**src/design/gfp_pkg.sv**
```systemverilog
package gfp_pkg;

    // Payload buffer size in bytes.
    localparam int MAX_PAYLOAD = 64;

    // Byte address, length counter and word address widths of the payload buffer.
    localparam int BA_W    = $clog2(MAX_PAYLOAD);
    localparam int LEN_W   = $clog2(MAX_PAYLOAD + 1);
    localparam int WORDS   = (MAX_PAYLOAD + 3) / 4;
    localparam int WADDR_W = $clog2(WORDS);

    localparam logic [7:0] SYNC_FIRST  = 8'hB5;
    localparam logic [7:0] SYNC_SECOND = 8'h62;

    localparam logic [7:0] CLASS_NAV  = 8'h01;
    localparam logic [7:0] ID_POSLLH  = 8'h02;
    localparam logic [7:0] ID_SOL     = 8'h06;

    localparam logic [7:0] FIX_CODE_2D = 8'h02;
    localparam logic [7:0] FIX_CODE_3D = 8'h03;

    localparam logic [1:0] FIX_NONE = 2'd0;
    localparam logic [1:0] FIX_2D   = 2'd1;
    localparam logic [1:0] FIX_3D   = 2'd2;

    // Payload offsets of the decoded fields.
    localparam int OFS_LON  = 4;
    localparam int OFS_LAT  = 8;
    localparam int OFS_FIX  = 10;
    localparam int OFS_SATS = 47;

    localparam logic [WADDR_W-1:0] WORD_LON  = WADDR_W'(OFS_LON / 4);
    localparam logic [WADDR_W-1:0] WORD_LAT  = WADDR_W'(OFS_LAT / 4);
    localparam logic [WADDR_W-1:0] WORD_SATS = WADDR_W'(OFS_SATS / 4);
    localparam logic [1:0]         LANE_FIX  = 2'(OFS_FIX % 4);
    localparam logic [1:0]         LANE_SATS = 2'(OFS_SATS % 4);

    localparam int OUT_DATA_W = 96;

    typedef enum logic [3:0] {
        PH_SYNC1,
        PH_SYNC2,
        PH_CLASS,
        PH_ID,
        PH_LEN_LO,
        PH_LEN_HI,
        PH_DATA,
        PH_CKA,
        PH_CKB
    } phase_t;

    typedef struct packed {
        logic               en;
        logic [WADDR_W-1:0] addr;
        logic [1:0]         lane;
        logic [7:0]         data;
    } ram_wr_t;

    typedef struct packed {
        logic [WADDR_W-1:0] a_addr;
        logic [WADDR_W-1:0] b_addr;
    } ram_rd_addr_t;

    typedef struct packed {
        logic [31:0] a_data;
        logic [31:0] b_data;
    } ram_rd_data_t;

    typedef struct packed {
        logic               frame_ok;
        logic signed [30:0] latitude;
        logic signed [31:0] longitude;
        logic [7:0]         satellites;
        logic [1:0]         fix_state;
        logic [15:0]        frame_count;
    } result_t;

    function automatic logic [7:0] word_byte(input logic [31:0] w, input logic [1:0] lane);
        return w[lane*8 +: 8];
    endfunction

endpackage

```
**src/design/gfp_payload_ram.sv**
```systemverilog
module gfp_payload_ram
    import gfp_pkg::*;
(
    input  logic         aclk,
    input  logic         aresetn,
    input  ram_wr_t      wr,
    input  ram_rd_addr_t rd_addr,
    output ram_rd_data_t rd_data
);

    logic [31:0] mem [WORDS];
    logic [WORDS-1:0] valid_reg;
    logic [31:0] a_data_reg;
    logic [31:0] b_data_reg;
    logic        a_valid_reg;
    logic        b_valid_reg;

    // A word never written since reset reads as zero. The first byte written into
    // such a word also clears its other lanes.
    always_ff @(posedge aclk) begin
        if (!aresetn) begin
            valid_reg <= '0;
        end else if (wr.en) begin
            valid_reg[wr.addr] <= 1'b1;
        end
    end

    always_ff @(posedge aclk) begin
        if (wr.en) begin
            for (int i = 0; i < 4; i++) begin
                if (2'(i) == wr.lane) begin
                    mem[wr.addr][i*8 +: 8] <= wr.data;
                end else if (!valid_reg[wr.addr]) begin
                    mem[wr.addr][i*8 +: 8] <= 8'h00;
                end
            end
        end
        a_data_reg  <= mem[rd_addr.a_addr];
        b_data_reg  <= mem[rd_addr.b_addr];
        a_valid_reg <= valid_reg[rd_addr.a_addr];
        b_valid_reg <= valid_reg[rd_addr.b_addr];
    end

    assign rd_data.a_data = a_valid_reg ? a_data_reg : 32'h0;
    assign rd_data.b_data = b_valid_reg ? b_data_reg : 32'h0;

endmodule

```
**src/design/gfp_parser.sv**
```systemverilog
module gfp_parser
    import gfp_pkg::*;
(
    input  logic         aclk,
    input  logic         aresetn,
    input  logic         in_fire,
    input  logic [7:0]   rx_byte,
    output ram_wr_t      ram_wr,
    output ram_rd_addr_t ram_rd_addr,
    input  ram_rd_data_t ram_rd_data,
    output result_t      result
);

    phase_t             phase_reg, phase_next;
    logic [7:0]         class_reg, class_next;
    logic [7:0]         id_reg, id_next;
    logic [15:0]        exp_len_reg, exp_len_next;
    logic [LEN_W-1:0]   rcv_len_reg, rcv_len_next;
    logic [7:0]         sum_a_reg, sum_a_next;
    logic [7:0]         sum_b_reg, sum_b_next;
    logic signed [30:0] lat_reg, lat_next;
    logic signed [31:0] lon_reg, lon_next;
    logic [7:0]         sats_reg, sats_next;
    logic [1:0]         fix_reg, fix_next;
    logic [15:0]        count_reg, count_next;
    logic               frame_ok;

    logic [7:0]       acc_a;
    logic [7:0]       acc_b;
    logic [15:0]      full_len;
    logic             room;
    logic [LEN_W-1:0] rcv_len_inc;
    logic [7:0]       fix_code;

    // Running Fletcher sums with the current byte folded in.
    assign acc_a       = sum_a_reg + rx_byte;
    assign acc_b       = sum_b_reg + acc_a;
    assign full_len    = {rx_byte, exp_len_reg[7:0]};
    assign room        = rcv_len_reg < LEN_W'(MAX_PAYLOAD);
    assign rcv_len_inc = room ? rcv_len_reg + 1'b1 : rcv_len_reg;
    assign fix_code    = word_byte(ram_rd_data.b_data, LANE_FIX);

    // The decode words are read every cycle. The last payload write is at least
    // two accepted beats ahead of the CKB beat, so the registered read data
    // always holds the finished payload when the frame completes.
    assign ram_rd_addr.a_addr = (id_reg == ID_POSLLH) ? WORD_LON : WORD_SATS;
    assign ram_rd_addr.b_addr = WORD_LAT;

    always_comb begin
        phase_next = phase_reg;
        case (phase_reg)
            PH_SYNC1: begin
                if (rx_byte == SYNC_FIRST) phase_next = PH_SYNC2;
            end
            PH_SYNC2: begin
                if (rx_byte == SYNC_SECOND) phase_next = PH_CLASS;
                else if (rx_byte != SYNC_FIRST) phase_next = PH_SYNC1;
            end
            PH_CLASS:  phase_next = PH_ID;
            PH_ID:     phase_next = PH_LEN_LO;
            PH_LEN_LO: phase_next = PH_LEN_HI;
            PH_LEN_HI: begin
                if (full_len > 16'(MAX_PAYLOAD)) phase_next = PH_SYNC1;
                else if (full_len == 16'h0) phase_next = PH_CKA;
                else phase_next = PH_DATA;
            end
            PH_DATA: begin
                if (16'(rcv_len_inc) >= exp_len_reg) phase_next = PH_CKA;
            end
            PH_CKA: phase_next = (rx_byte == sum_a_reg) ? PH_CKB : PH_SYNC1;
            PH_CKB: phase_next = PH_SYNC1;
            default: phase_next = PH_SYNC1;
        endcase
    end

    always_comb begin
        class_next   = class_reg;
        id_next      = id_reg;
        exp_len_next = exp_len_reg;
        rcv_len_next = rcv_len_reg;
        sum_a_next   = sum_a_reg;
        sum_b_next   = sum_b_reg;
        lat_next     = lat_reg;
        lon_next     = lon_reg;
        sats_next    = sats_reg;
        fix_next     = fix_reg;
        count_next   = count_reg;
        frame_ok     = 1'b0;
        ram_wr.en    = 1'b0;
        ram_wr.addr  = rcv_len_reg[BA_W-1:2];
        ram_wr.lane  = rcv_len_reg[1:0];
        ram_wr.data  = rx_byte;
        case (phase_reg)
            PH_CLASS: begin
                class_next = rx_byte;
                sum_a_next = rx_byte;
                sum_b_next = rx_byte;
            end
            PH_ID: begin
                id_next    = rx_byte;
                sum_a_next = acc_a;
                sum_b_next = acc_b;
            end
            PH_LEN_LO: begin
                exp_len_next = {8'h00, rx_byte};
                sum_a_next   = acc_a;
                sum_b_next   = acc_b;
            end
            PH_LEN_HI: begin
                exp_len_next = full_len;
                rcv_len_next = '0;
                sum_a_next   = acc_a;
                sum_b_next   = acc_b;
            end
            PH_DATA: begin
                sum_a_next   = acc_a;
                sum_b_next   = acc_b;
                ram_wr.en    = in_fire && room;
                rcv_len_next = rcv_len_inc;
            end
            PH_CKB: begin
                if (rx_byte == sum_b_reg) begin
                    frame_ok   = 1'b1;
                    count_next = count_reg + 1'b1;
                    if (class_reg == CLASS_NAV && id_reg == ID_POSLLH) begin
                        lon_next = ram_rd_data.a_data;
                        lat_next = ram_rd_data.b_data[30:0];
                    end else if (class_reg == CLASS_NAV && id_reg == ID_SOL) begin
                        sats_next = word_byte(ram_rd_data.a_data, LANE_SATS);
                        if (fix_code == FIX_CODE_2D) fix_next = FIX_2D;
                        else if (fix_code == FIX_CODE_3D) fix_next = FIX_3D;
                        else fix_next = FIX_NONE;
                    end
                end
            end
            default: begin
            end
        endcase
    end

    always_ff @(posedge aclk) begin
        if (!aresetn) begin
            phase_reg   <= PH_SYNC1;
            class_reg   <= '0;
            id_reg      <= '0;
            exp_len_reg <= '0;
            rcv_len_reg <= '0;
            sum_a_reg   <= '0;
            sum_b_reg   <= '0;
            lat_reg     <= '0;
            lon_reg     <= '0;
            sats_reg    <= '0;
            fix_reg     <= FIX_NONE;
            count_reg   <= '0;
        end else if (in_fire) begin
            phase_reg   <= phase_next;
            class_reg   <= class_next;
            id_reg      <= id_next;
            exp_len_reg <= exp_len_next;
            rcv_len_reg <= rcv_len_next;
            sum_a_reg   <= sum_a_next;
            sum_b_reg   <= sum_b_next;
            lat_reg     <= lat_next;
            lon_reg     <= lon_next;
            sats_reg    <= sats_next;
            fix_reg     <= fix_next;
            count_reg   <= count_next;
        end
    end

    assign result.frame_ok    = frame_ok;
    assign result.latitude    = lat_next;
    assign result.longitude   = lon_next;
    assign result.satellites  = sats_next;
    assign result.fix_state   = fix_next;
    assign result.frame_count = count_next;

endmodule

```
**src/design/gfp_out_skid.sv**
```systemverilog
module gfp_out_skid
    import gfp_pkg::*;
(
    input  logic    aclk,
    input  logic    aresetn,
    input  logic    push,
    input  result_t push_data,
    output logic    ready,
    output logic    out_valid,
    input  logic    out_ready,
    output result_t out_data
);

    logic [1:0] count_reg, count_next;
    result_t    head_reg;
    result_t    tail_reg;
    logic       pop;

    assign pop       = out_valid && out_ready;
    assign out_valid = count_reg != 2'd0;
    assign ready     = count_reg != 2'd2;
    assign out_data  = head_reg;

    always_comb begin
        count_next = count_reg;
        if (push && !pop) count_next = count_reg + 2'd1;
        else if (pop && !push) count_next = count_reg - 2'd1;
    end

    always_ff @(posedge aclk) begin
        if (!aresetn) begin
            count_reg <= 2'd0;
        end else begin
            count_reg <= count_next;
        end
    end

    always_ff @(posedge aclk) begin
        if (pop) begin
            if (count_reg == 2'd2) begin
                head_reg <= tail_reg;
                if (push) tail_reg <= push_data;
            end else if (push) begin
                head_reg <= push_data;
            end
        end else if (push) begin
            if (count_reg == 2'd0) head_reg <= push_data;
            else tail_reg <= push_data;
        end
    end

endmodule

```
**src/design/gnss_binary_frame_parser.sv**
```systemverilog
// Channel  | Direction | Ports                      | Beat contents
// ---------+-----------+----------------------------+-----------------------------------
// s_       | in        | s_tvalid s_tready s_tdata  | one received serial byte
// m_       | out       | m_tvalid m_tready m_tdata  | decoded position, fix and counters
//          |           | m_tuser                    | frame-complete flag
//
// Every input beat produces exactly one output beat, one byte per clock when
// neither side stalls; the result is offered in the cycle after the input is
// taken. The rate is set by the byte-at-a-time parse loop, whose checksum add
// and payload buffer write both complete in the cycle the byte is accepted.
// A two-entry output buffer lets input continue while one result waits.
// aresetn is synchronous and active low; the payload buffer reads as zero after
// reset through per-word valid bits, so no clearing pass is needed.
module gnss_binary_frame_parser
    import gfp_pkg::*;
(
    input  logic                  aclk,
    input  logic                  aresetn,
    input  logic                  s_tvalid,
    output logic                  s_tready,
    input  logic [7:0]            s_tdata,   // [7:0] rx_byte
    output logic                  m_tvalid,
    input  logic                  m_tready,
    // [30:0] latitude, [62:31] longitude, [70:63] satellites, [72:71] fix_state,
    // [88:73] frame_count, [95:89] zero
    output logic [OUT_DATA_W-1:0] m_tdata,
    output logic                  m_tuser    // [0] frame_ok
);

    logic         in_fire;
    ram_wr_t      ram_wr;
    ram_rd_addr_t ram_rd_addr;
    ram_rd_data_t ram_rd_data;
    result_t      result;
    result_t      out_res;

    // A beat is taken whenever the output buffer has a free slot.
    assign in_fire = s_tvalid && s_tready;

    gfp_payload_ram u_ram (
        .aclk    (aclk),
        .aresetn (aresetn),
        .wr      (ram_wr),
        .rd_addr (ram_rd_addr),
        .rd_data (ram_rd_data)
    );

    // Sync hunt, header capture, checksum and frame decode.
    gfp_parser u_parser (
        .aclk        (aclk),
        .aresetn     (aresetn),
        .in_fire     (in_fire),
        .rx_byte     (s_tdata),
        .ram_wr      (ram_wr),
        .ram_rd_addr (ram_rd_addr),
        .ram_rd_data (ram_rd_data),
        .result      (result)
    );

    gfp_out_skid u_skid (
        .aclk      (aclk),
        .aresetn   (aresetn),
        .push      (in_fire),
        .push_data (result),
        .ready     (s_tready),
        .out_valid (m_tvalid),
        .out_ready (m_tready),
        .out_data  (out_res)
    );

    // Pack the result fields from the lowest bit up, zero-filled to whole bytes.
    assign m_tdata = {7'h00, out_res.frame_count, out_res.fix_state, out_res.satellites,
                      out_res.longitude, out_res.latitude};
    assign m_tuser = out_res.frame_ok;

endmodule

```
**config.mk**
```make
export PLATFORM = sky130hd
export DESIGN_NAME = gnss_binary_frame_parser
export DESIGN_NICKNAME = d
export VERILOG_FILES = /design/src/design/gfp_pkg.sv /design/src/design/gfp_payload_ram.sv /design/src/design/gfp_parser.sv /design/src/design/gfp_out_skid.sv /design/src/design/gnss_binary_frame_parser.sv
export SDC_FILE = /design/constraint.sdc
export NUM_CORES = 1
export LEC_CHECK = 0
export BUFFER_PORTS_ARGS = -buffer_cell sky130_fd_sc_hd__buf_2
export CAP_MARGIN = 20
export CORE_MARGIN = 2
export CORE_UTILIZATION = 25
export DETAILED_ROUTE_END_ITERATION = 7
export PLACE_DENSITY = 0.39
export REMOVE_ABC_BUFFERS = 1
export SYNTH_ARGS = -nofsm -noshare
export SYNTH_HDL_FRONTEND = slang
export SYNTH_SLANG_ARGS = --single-unit
```
**constraint.sdc**
```tcl
create_clock -name aclk -period 18.3 [get_ports aclk]
set_input_delay 0.915 -clock aclk [delete_from_list [all_inputs] [get_ports aclk]]
set_output_delay 0.915 -clock aclk [all_outputs]
set_load 0.01 [all_outputs]
```
Word-level counts from Yosys, hierarchy flattened
Memory sizes are Yosys's and may differ from the RTL's. A register that Yosys moved wholly into a read port is not among the register bits.
Cells that the tools add are included.
{"block": "word_totals", "regBits": 348, "ramBits": 512, "in_bits": 12, "out_inout_bits": 99, "elab_cells": 192, "memories": 1}
{"name": "u_ram.mem", "depth": 16, "word_bits": 32, "rd": 2, "rd_clocked_by_memory_dff": 2, "write_ports": 1, "line_no": "gfp_payload_ram.sv:11", "rtl": "logic [31:0] mem [WORDS];"}
{"block": "op_classes", "add_sub_neg": 6, "order_cmp": 6, "n_eq_ne": 29, "mux": 83, "bitwise_logic": 6, "n_reduce_logical": 32}
{"op": "90-bit 2-to-1 mux", "n": 9}
{"op": "32-bit 2-to-1 mux", "n": 4}
{"op": "31-bit 2-to-1 mux", "n": 4}
{"op": "8-bit 2-to-1 mux", "n": 8}
{"op": "1-bit 2-to-1 mux", "n": 32}
{"op": "16-bit 2-to-1 mux", "n": 2}
{"op": "16-bit case mux with 2 select lines", "n": 1}
{"op": "4-bit case mux with 8 select lines", "n": 1}
{"op": "8-bit case mux with 2 select lines", "n": 2}
{"op": "4-bit 2-to-1 mux", "n": 7}
{"op": "8-bit by 2-bit == test with 1-bit output (second input constant)", "n": 3}
{"op": "16-bit by 1-bit adder with 16-bit output (second input constant)", "n": 1}
{"op": "8-bit adder", "n": 2}
{"op": "4-bit by 3-bit == test with 1-bit output (second input constant)", "n": 4}
{"op": "8-bit == test", "n": 2}
{"op": "7-bit by 16-bit greater-or-equal comparator with 1-bit output", "n": 1}
{"op": "16-bit by 7-bit > comparator with 1-bit output (second input constant)", "n": 1}
{"op": "16-bit logical NOT", "n": 1}
{"op": "2-bit 2-to-1 mux", "n": 8}
{"op": "16-bit bitwise OR", "n": 1}
{"op": "2-bit nonzero test", "n": 8}
{"op": "7-bit case mux with 2 select lines", "n": 1}
{"op": "4-bit by 5-bit less-than comparator with 1-bit output (second input constant)", "n": 2}
{"op": "2-bit AND reduction", "n": 5}
{"op": "other kinds (31)", "n": 52}

Longest topological paths before layout
Gate-level depths: netlist of the first run.
{"block": "depth", "depth_word": 11, "depth_mapped": 14, "mapped_depth_nobuf": 14}

By module
A second synthesis of the first run with hierarchy kept.
{"block": "hier_totals", "hier_cells": 2611, "hier_area_um2": 41992.8}
{"mod": "gfp_payload_ram", "n_inst": 1, "cells_each": 1294, "area_per_inst_um2": 26820.7, "seq_area_each_um2": 17016.3}
{"mod": "gfp_parser", "n_inst": 1, "cells_each": 1006, "area_per_inst_um2": 8363.0, "seq_area_each_um2": 2962.8}
{"mod": "gfp_out_skid", "n_inst": 1, "cells_each": 302, "area_per_inst_um2": 6746.5, "seq_area_each_um2": 5445.2}
{"mod": "gnss_binary_frame_parser", "n_inst": 1, "cells_each": 9, "area_per_inst_um2": 62.6, "seq_area_each_um2": 0.0}

Least setup slack after synthesis of the first run
OpenSTA, ideal clock, no wires.
{"block": "synth_path", "path_kind": "input -> register", "from": "in s_tvalid", "to": "reg u_skid.tail_reg[0] in the netlist's numbering, enable pin", "setup_time_ns": 0.669, "t_arrival_ns": 8.164, "t_required_ns": 17.631, "setup_slack_ns": 9.467, "stages": 5, "path_buffers": 2, "cell_sequence": "nand2_1 > clkbuf_1 > buf_1 > ha_1 > nor3b_1"}
{"block": "synth_via", "elab_chain_cells": 3, "word_cells_on_any_way": 4, "cone_classes": "eq/ne (1); reduce/logical (3)"}
{"item": "start: declaration", "line_no": "gnss_binary_frame_parser.sv:19", "rtl": "input logic s_tvalid,"}
{"item": "1-bit logical AND *", "line_no": "gnss_binary_frame_parser.sv:38", "rtl": "assign in_fire = s_tvalid && s_tready;"}
{"item": "2-bit != test (no line) / 2-bit nonzero test (equally long branches)"}
{"item": "4-bit AND reduction (no line) *"}
{"item": "end signal: assignment", "line_no": "gfp_out_skid.sv:42", "rtl": "if (push) tail_reg <= push_data;"}
{"item": "end signal: assignment", "line_no": "gfp_out_skid.sv:48", "rtl": "else tail_reg <= push_data;"}
{"item": "end: declaration", "line_no": "gfp_out_skid.sv:16", "rtl": "result_t tail_reg;"}
Mark *: on every way between the ends. The rest lies on a longest branch, timed or not.
A chain may end at the register's enable or synchronous reset.

Worst setup path in the final report of the first run
{"block": "layout_path", "from": "reg u_parser.phase_reg[0]", "to": "reg u_skid.head_reg, in the netlist u_skid.out_data[41] (data pin)"}
{"block": "layout_via", "elab_chain_cells": 5, "word_cells_on_any_way": 7, "cone_classes": "eq/ne (1); mux (6)"}
{"item": "start: declaration", "line_no": "gfp_parser.sv:14", "rtl": "phase_t phase_reg, phase_next;"}
{"item": "start signal: assignment", "line_no": "gfp_parser.sv:156", "rtl": "phase_reg <= phase_next;"}
{"item": "4-bit == test *", "line_no": "gfp_parser.sv:93", "rtl": "case (phase_reg)"}
{"item": "32-bit 2-to-1 mux *", "line_no": "gfp_parser.sv:93"}
{"item": "90-bit 2-to-1 mux, on equally long branches", "line_no": "gfp_out_skid.sv:47, gfp_out_skid.sv:43"}
{"item": "90-bit 2-to-1 mux, on equally long branches", "line_no": "gfp_out_skid.sv:46, gfp_out_skid.sv:40"}
{"item": "90-bit 2-to-1 mux *", "line_no": "gfp_out_skid.sv:39", "rtl": "if (pop) begin"}
{"item": "end signal: assignment", "line_no": "gfp_out_skid.sv:41", "rtl": "head_reg <= tail_reg;"}
{"item": "end signal: assignment", "line_no": "gfp_out_skid.sv:44", "rtl": "head_reg <= push_data;"}
{"item": "end signal: assignment", "line_no": "gfp_out_skid.sv:47", "rtl": "if (count_reg == 2'd0) head_reg <= push_data;"}
{"item": "end: declaration", "line_no": "gfp_out_skid.sv:15", "rtl": "result_t head_reg;"}
Mark *: on every way between the ends. The rest lies on a longest branch, timed or not. The select of a mux whose other input is x is not followed.

==> results of run 1 <==
cells by family after synthesis:
| family | count (synthesis) | share of synthesized area [%] |
|---|---|---|
| simple gates | 750 | 17.4 |
| flops | 506 | 63.0 |
| compound gates | 284 | 8.13 |
| buf+inv | 150 | 2.96 |
| mux | 71 | 4.14 |
| xor+xnor | 59 | 2.53 |
| fa+ha+maj | 30 | 1.91 |
| other cells | 1 | 0.0183 |
cells in the mapped netlist, types with 5 or more instances:
cell type,n
nor2b_1,6
nand2b_1,10
nand3_1,165
dfxtp_1,231
edfxtp_1,275
nand2_1,276
or3_1,6
a31oi_1,72
nor3_1,21
xnor2_1,40
o21ai_0,22
and3_1,10
inv_1,21
mux2i_1,13
nor4_1,20
buf_4,7
clkbuf_1,103
a21oi_1,134
nor2_1,161
ha_1,28
buf_1,9
xor2_1,19
a211oi_1,5
mux2_2,53
nand4_1,14
nor2b_2,32
a22oi_1,5
o21a_1,13
buf_2,7
o22ai_1,6
a21o_1,7
layout make-up:
cell class                 count  area [sq um]  area share (%)
sequential                   506         12900            53.9
multi-input combinational   1201          7030            29.4
clock buffer                  80          1680            7.01
tap                         1060          1330            5.55
timing repair buffer         119           643            2.69
clock inverter                28           248            1.04
inverter                      23          88.8           0.372
power breakdown:
group | switching [W] | internal [W] | leakage, nW
Clock | 0.000479 | 0.000682 | 0.951
Sequential | 0.0000462 | 0.00132 | 4.46
Combinational | 0.000241 | 0.000133 | 3.33
path summary, 6_finish.rpt:
kind | startpoint | endpoint | slack [ps] | cells after the start
worst max register to register | u_parser.phase_reg[0]$_SDFFE_PN0P_ | u_skid.out_data[41]$_DFFE_PP_ | 14970 | 8
worst min-delay path | u_ram.mem[2][8]$_DFFE_PP_ | u_ram.b_data_reg[8]$_DFF_P_ | 340 | 0
worst max-delay path | u_parser.phase_reg[0]$_SDFFE_PN0P_ | u_skid.out_data[41]$_DFFE_PP_ | 14970 | 8
worst min register to register | u_ram.mem[2][8]$_DFFE_PP_ | u_ram.b_data_reg[8]$_DFF_P_ | 340 | 0
worst max-delay path, stage by stage (launching register included):
cell and delay, ps:
dfxtp_1 450, buf_8 230, nor4b_2 320, nand4_1 220, nor3_2 190, buf_4 330
and2_4 840, nand3_1 200, a31oi_1 290
routing by layer:
metal	routed length, microns	track usage, %	share of wire, %	vias up
li1	-	-	-	6692
met1	25900	17.4	49	6638
met2	24300	20.1	46	263
met3	1880	2.05	3.5	62
met4	931	3.15	1.8	0
met5	0	0	0	-
through the flow:
stage          hold slack (ps)  cell area (sq um)
2_1_floorplan              323              20000
3_3_place_gp               329              22000
4_1_cts                    342              23900
6_report                   341              23900
3_5_place_dp               327              22000
5_1_grt                    345              23900
==> flow_summary.toml, run 1 <==
[setup_path]
critPathMaxFanout = 63
cp.required_ps = 18700
crit_type = "register to register"
crit_path_end_kind = "register"
arrival_ps = 3730
cp-start-kind = "register"

[cells_and_area]
diodes = 0
final_cell_mix = "nand2_1, edfxtp_1, dfxtp_1, nand3_1, nor2_1"
num-fill-cells = 8295
drive_above_1_share_pct = 16.6
largest_reg_flops = 95
final_cells = 3017
nNetsFinal = 1950
post-route-util_pct = 29.6
area_delta_synth_final_pct = 16.8

[timing]
rsz0062_at_grt = "false"
slew_viol_final = 0
fin_skew_ps = 36.5
relSlewSlack_pct = 30.7
setup_viol_count_final = 0
finalCritPeriodShare_pct = 18.2
final.setup.worst_slack_ps = 14970
min_period_ps = 3330
hold_viol = 0
tightest_slew_ps = 1040
fin_setup_tns_ps = 0
timing.fmax_mhz = 300

[floorplanning]
die_w_microns = 290
design.die.area_sq_um = 84200
start_util_pct = 25.3
dieHeight_microns = 290
num_io_pins = 111
core_area_sq_um = 80800
num_rows = 104

[placement]
dpl.hpwl_mm = 32.2
port_buffers = 103
dp_cells = 2908
routabilityCongestion = 0.771
post-place-ws_ps = 14450

[yosys]
ys.flop_type = "edfxtp_1"
synth_top_area_share_pct = 40.4
async_flop_share_pct = 0
synth_area_leader_cell = "edfxtp_1"
synth_area_leaders = "edfxtp_1, dfxtp_1, nand2_1"
synth_area_sq_um = 20500
yosys_warnings = 0
synth_cell_types = 65
ys_seq_area_share_pct = 63.0
ys_ff_latch = 506
syn_inst = 1851
synth_edf_count = 275
postSynthAreaPerCell_sq_um = 11.1

[clocking]
cts_post_setup_buffers_inserted = 0
clock_latency_ps = 630
cts_hold_buf = 0
cts_sinks = 506
cts_tree = "yes"
numCtsBuffers = 57
post_cts_resized = 0
clk_pin_slew_ps = 60
cts-root-buf = "clkbuf_16"
cts_max_level = 2
clock_path_buffers = 3

[global_routing]
grt-ovfl-total = 0
grt_pass1_wl_mm = 82.7
grt_use_total_pct = 12.5
grt_max_degree = 89
grt_pass1_vias = 13600
antenna_found_initial = 0

[routing]
wl_mm = 53.0
dr.first_iter.drc_count = 910
vias_per_cell = 4.53
firstDrtPassIters = 5
num_vias = 13700
wl_per_cell_microns = 17.6
remaining_drc_errors = 0
drtAntennaViolNets = 0

[flow_run]
cap_violations = 0

[pwr]
power_w = 0.00290
powerDensity_nw_per_um2 = 121
peakVddDrop_uv = 69.8
p_leak_nw = 8.73

[run_status]
status = "complete, no violations"

[min_path]
min_path_type = "register to register"
Power figures use the tool's default switching activity.
==> run 2, diff against run 1 <==
Clock period 18.3 ns to 3.4 ns, I/O delays scaled along.
==> flow_summary.toml, run 2 (synthesis gave the netlist of run 1 again) <==
[placement]
dpl.hpwl_mm = 33.3
port_buffers = 103
routabilityCongestion = 0.764

[global_routing]
grt_use_total_pct = 12.6
grt_max_degree = 95
grt-ovfl-total = 0
grt_pass1_vias = 13900
grt_pass1_wl_mm = 83.4
antenna_found_initial = 1

[clocking]
clock_path_buffers = 3
clock_latency_ps = 610
cts-root-buf = "clkbuf_16"
cts_post_setup_buffers_inserted = 0
numCtsBuffers = 58
cts_tree = "yes"
clk_pin_slew_ps = 60
cts_sinks = 506
cts_max_level = 2

[cells_and_area]
multiInputGateArea_sq_um = 7020
final_cell_mix = "nand2_1, edfxtp_1, dfxtp_1, nand3_1, nor2_1"
nNetsFinal = 1991
post-route-util_pct = 30.2
largest_reg_flops = 95
area_delta_synth_final_pct = 19.3
final-seq-area_sq_um = 12900
num-fill-cells = 8301
drive_above_1_share_pct = 18.4

[setup_path]
crit_type = "register to register"
crit_path_end_kind = "register"
cp.required_ps = 3900
arrival_ps = 3460
cp-start-kind = "register"
critPathMaxFanout = 5

[timing]
hold_slack_ps = 89.8
fin_skew_ps = 26.9
slew_viol_final = 0
finalCritPeriodShare_pct = 87.0
relSlewSlack_pct = 31.5
hold_viol = 0
timing.fmax_mhz = 338
rsz0062_at_grt = "false"
min_period_ps = 2960
setup_viol_count_final = 0
tightest_slew_ps = 1030

[floorplanning]
die_w_microns = 290
num_io_pins = 111
core_area_sq_um = 80800
dieHeight_microns = 290
design.die.area_sq_um = 84200
num_rows = 104
start_util_pct = 25.3

[routing]
remaining_drc_errors = 0
firstDrtPassIters = 7
dr.first_iter.drc_count = 937
num_vias = 13800
wl_per_cell_microns = 17.6
drtAntennaViolNets = 0
wl_mm = 53.8
vias_per_cell = 4.52

[flow_run]
cap_violations = 0

[min_path]
min_path_type = "primary input to register"

[pwr]
powerDensity_nw_per_um2 = 653
p_leak_nw = 9.01
peakVddDrop_uv = 364

[run_status]
status = "complete, no violations"
run 2: cell types whose count changed in the layout (fill, tap and decap cells not counted), moves of 2 or more:
cell	change
bufinv_16	+3
clkinvlp_4	+2
clkbuf_8	-4
buf_12	+10
clkinv_4	-2
clkbuf_1	-2
clkinv_2	+5
clkbuf_16	+4
clkinv_1	-2
buf_4	+30
run 2: metal layers:
layer,up-vias,global-route usage [%],part of all wire (%),wire [microns]
met3,65,2.12,3.6,1920
met1,6740,17.1,48,25900
met2,238,20.8,46,25000
met4,0,3.23,1.8,968
met5,-,0,0,0
li1,6783,-,-,-
run 2: power by group:
part / total (W) / switching [W] / internal, W
clock: 0.00651 / 0.00253 / 0.00398
combinational: 0.00211 / 0.00134 / 0.000766
sequential: 0.00732 / 0.000227 / 0.00710
total: 0.0159 / 0.00410 / 0.0118
run 2: cell type report:
cell class              count  area share (%)
diodes                      1          0.0102
clock buffers              78            7.02
clock inverters            31            1.30
inverters                  23           0.364
multi-input cells        1201            28.7
flip-flops and latches    506            52.8
well taps                1060            5.43
repair buffers            159            4.36
run 2: worst paths after layout:
| kind | startpoint | end | slack (ps) | cells past startpoint |
|---|---|---|---|---|
| worst max-delay path | u_parser.sum_a_reg[0]$_SDFFE_PN0P_ | u_parser.sum_b_reg[7]$_SDFFE_PN0P_ | 440 | 12 |
| worst min register to register | u_ram.mem[2][18]$_DFFE_PP_ | u_ram.b_data_reg[18]$_DFF_P_ | 340 | 0 |
| worst min-delay path | s_tdata[0] | u_parser.class_reg[0]$_SDFFE_PN0P_ | 90 | 4 |
| worst max register to register | u_parser.sum_a_reg[0]$_SDFFE_PN0P_ | u_parser.sum_b_reg[7]$_SDFFE_PN0P_ | 440 | 12 |
run 2: stage by stage:
stage	setup TNS [ps]	area, sq um	instances	power, W	setup WS (ps)
3_5_place_dp	0	22400	2948	0.00964	475
5_1_grt	0	24400	3058	0.0167	253
3_3_place_gp	0	22400	2948	0.00964	468
4_1_cts	0	24400	3058	0.0162	440
2_1_floorplan	-755680	20000	1730	0.00873	-5090
6_report	0	24400	3059	0.0159	443
run 2: critical path: stages (launching register included):
cell and delay [ps]:
dfxtp_1 310, ha_1 210, fa_1 420, a21o_1 180, a21oi_1 230, xnor2_1 190
ha_1 330, nand3_1 90, o211ai_1 120, o41ai_1 350, xnor2_1 190, xnor2_1 140
a21oi_1 80
run 2: what timing repair did:
item	4_1_cts	5_1_grt
gates resized for setup	0	0
hold buffers	1	0
hold endpoints to repair	2	0
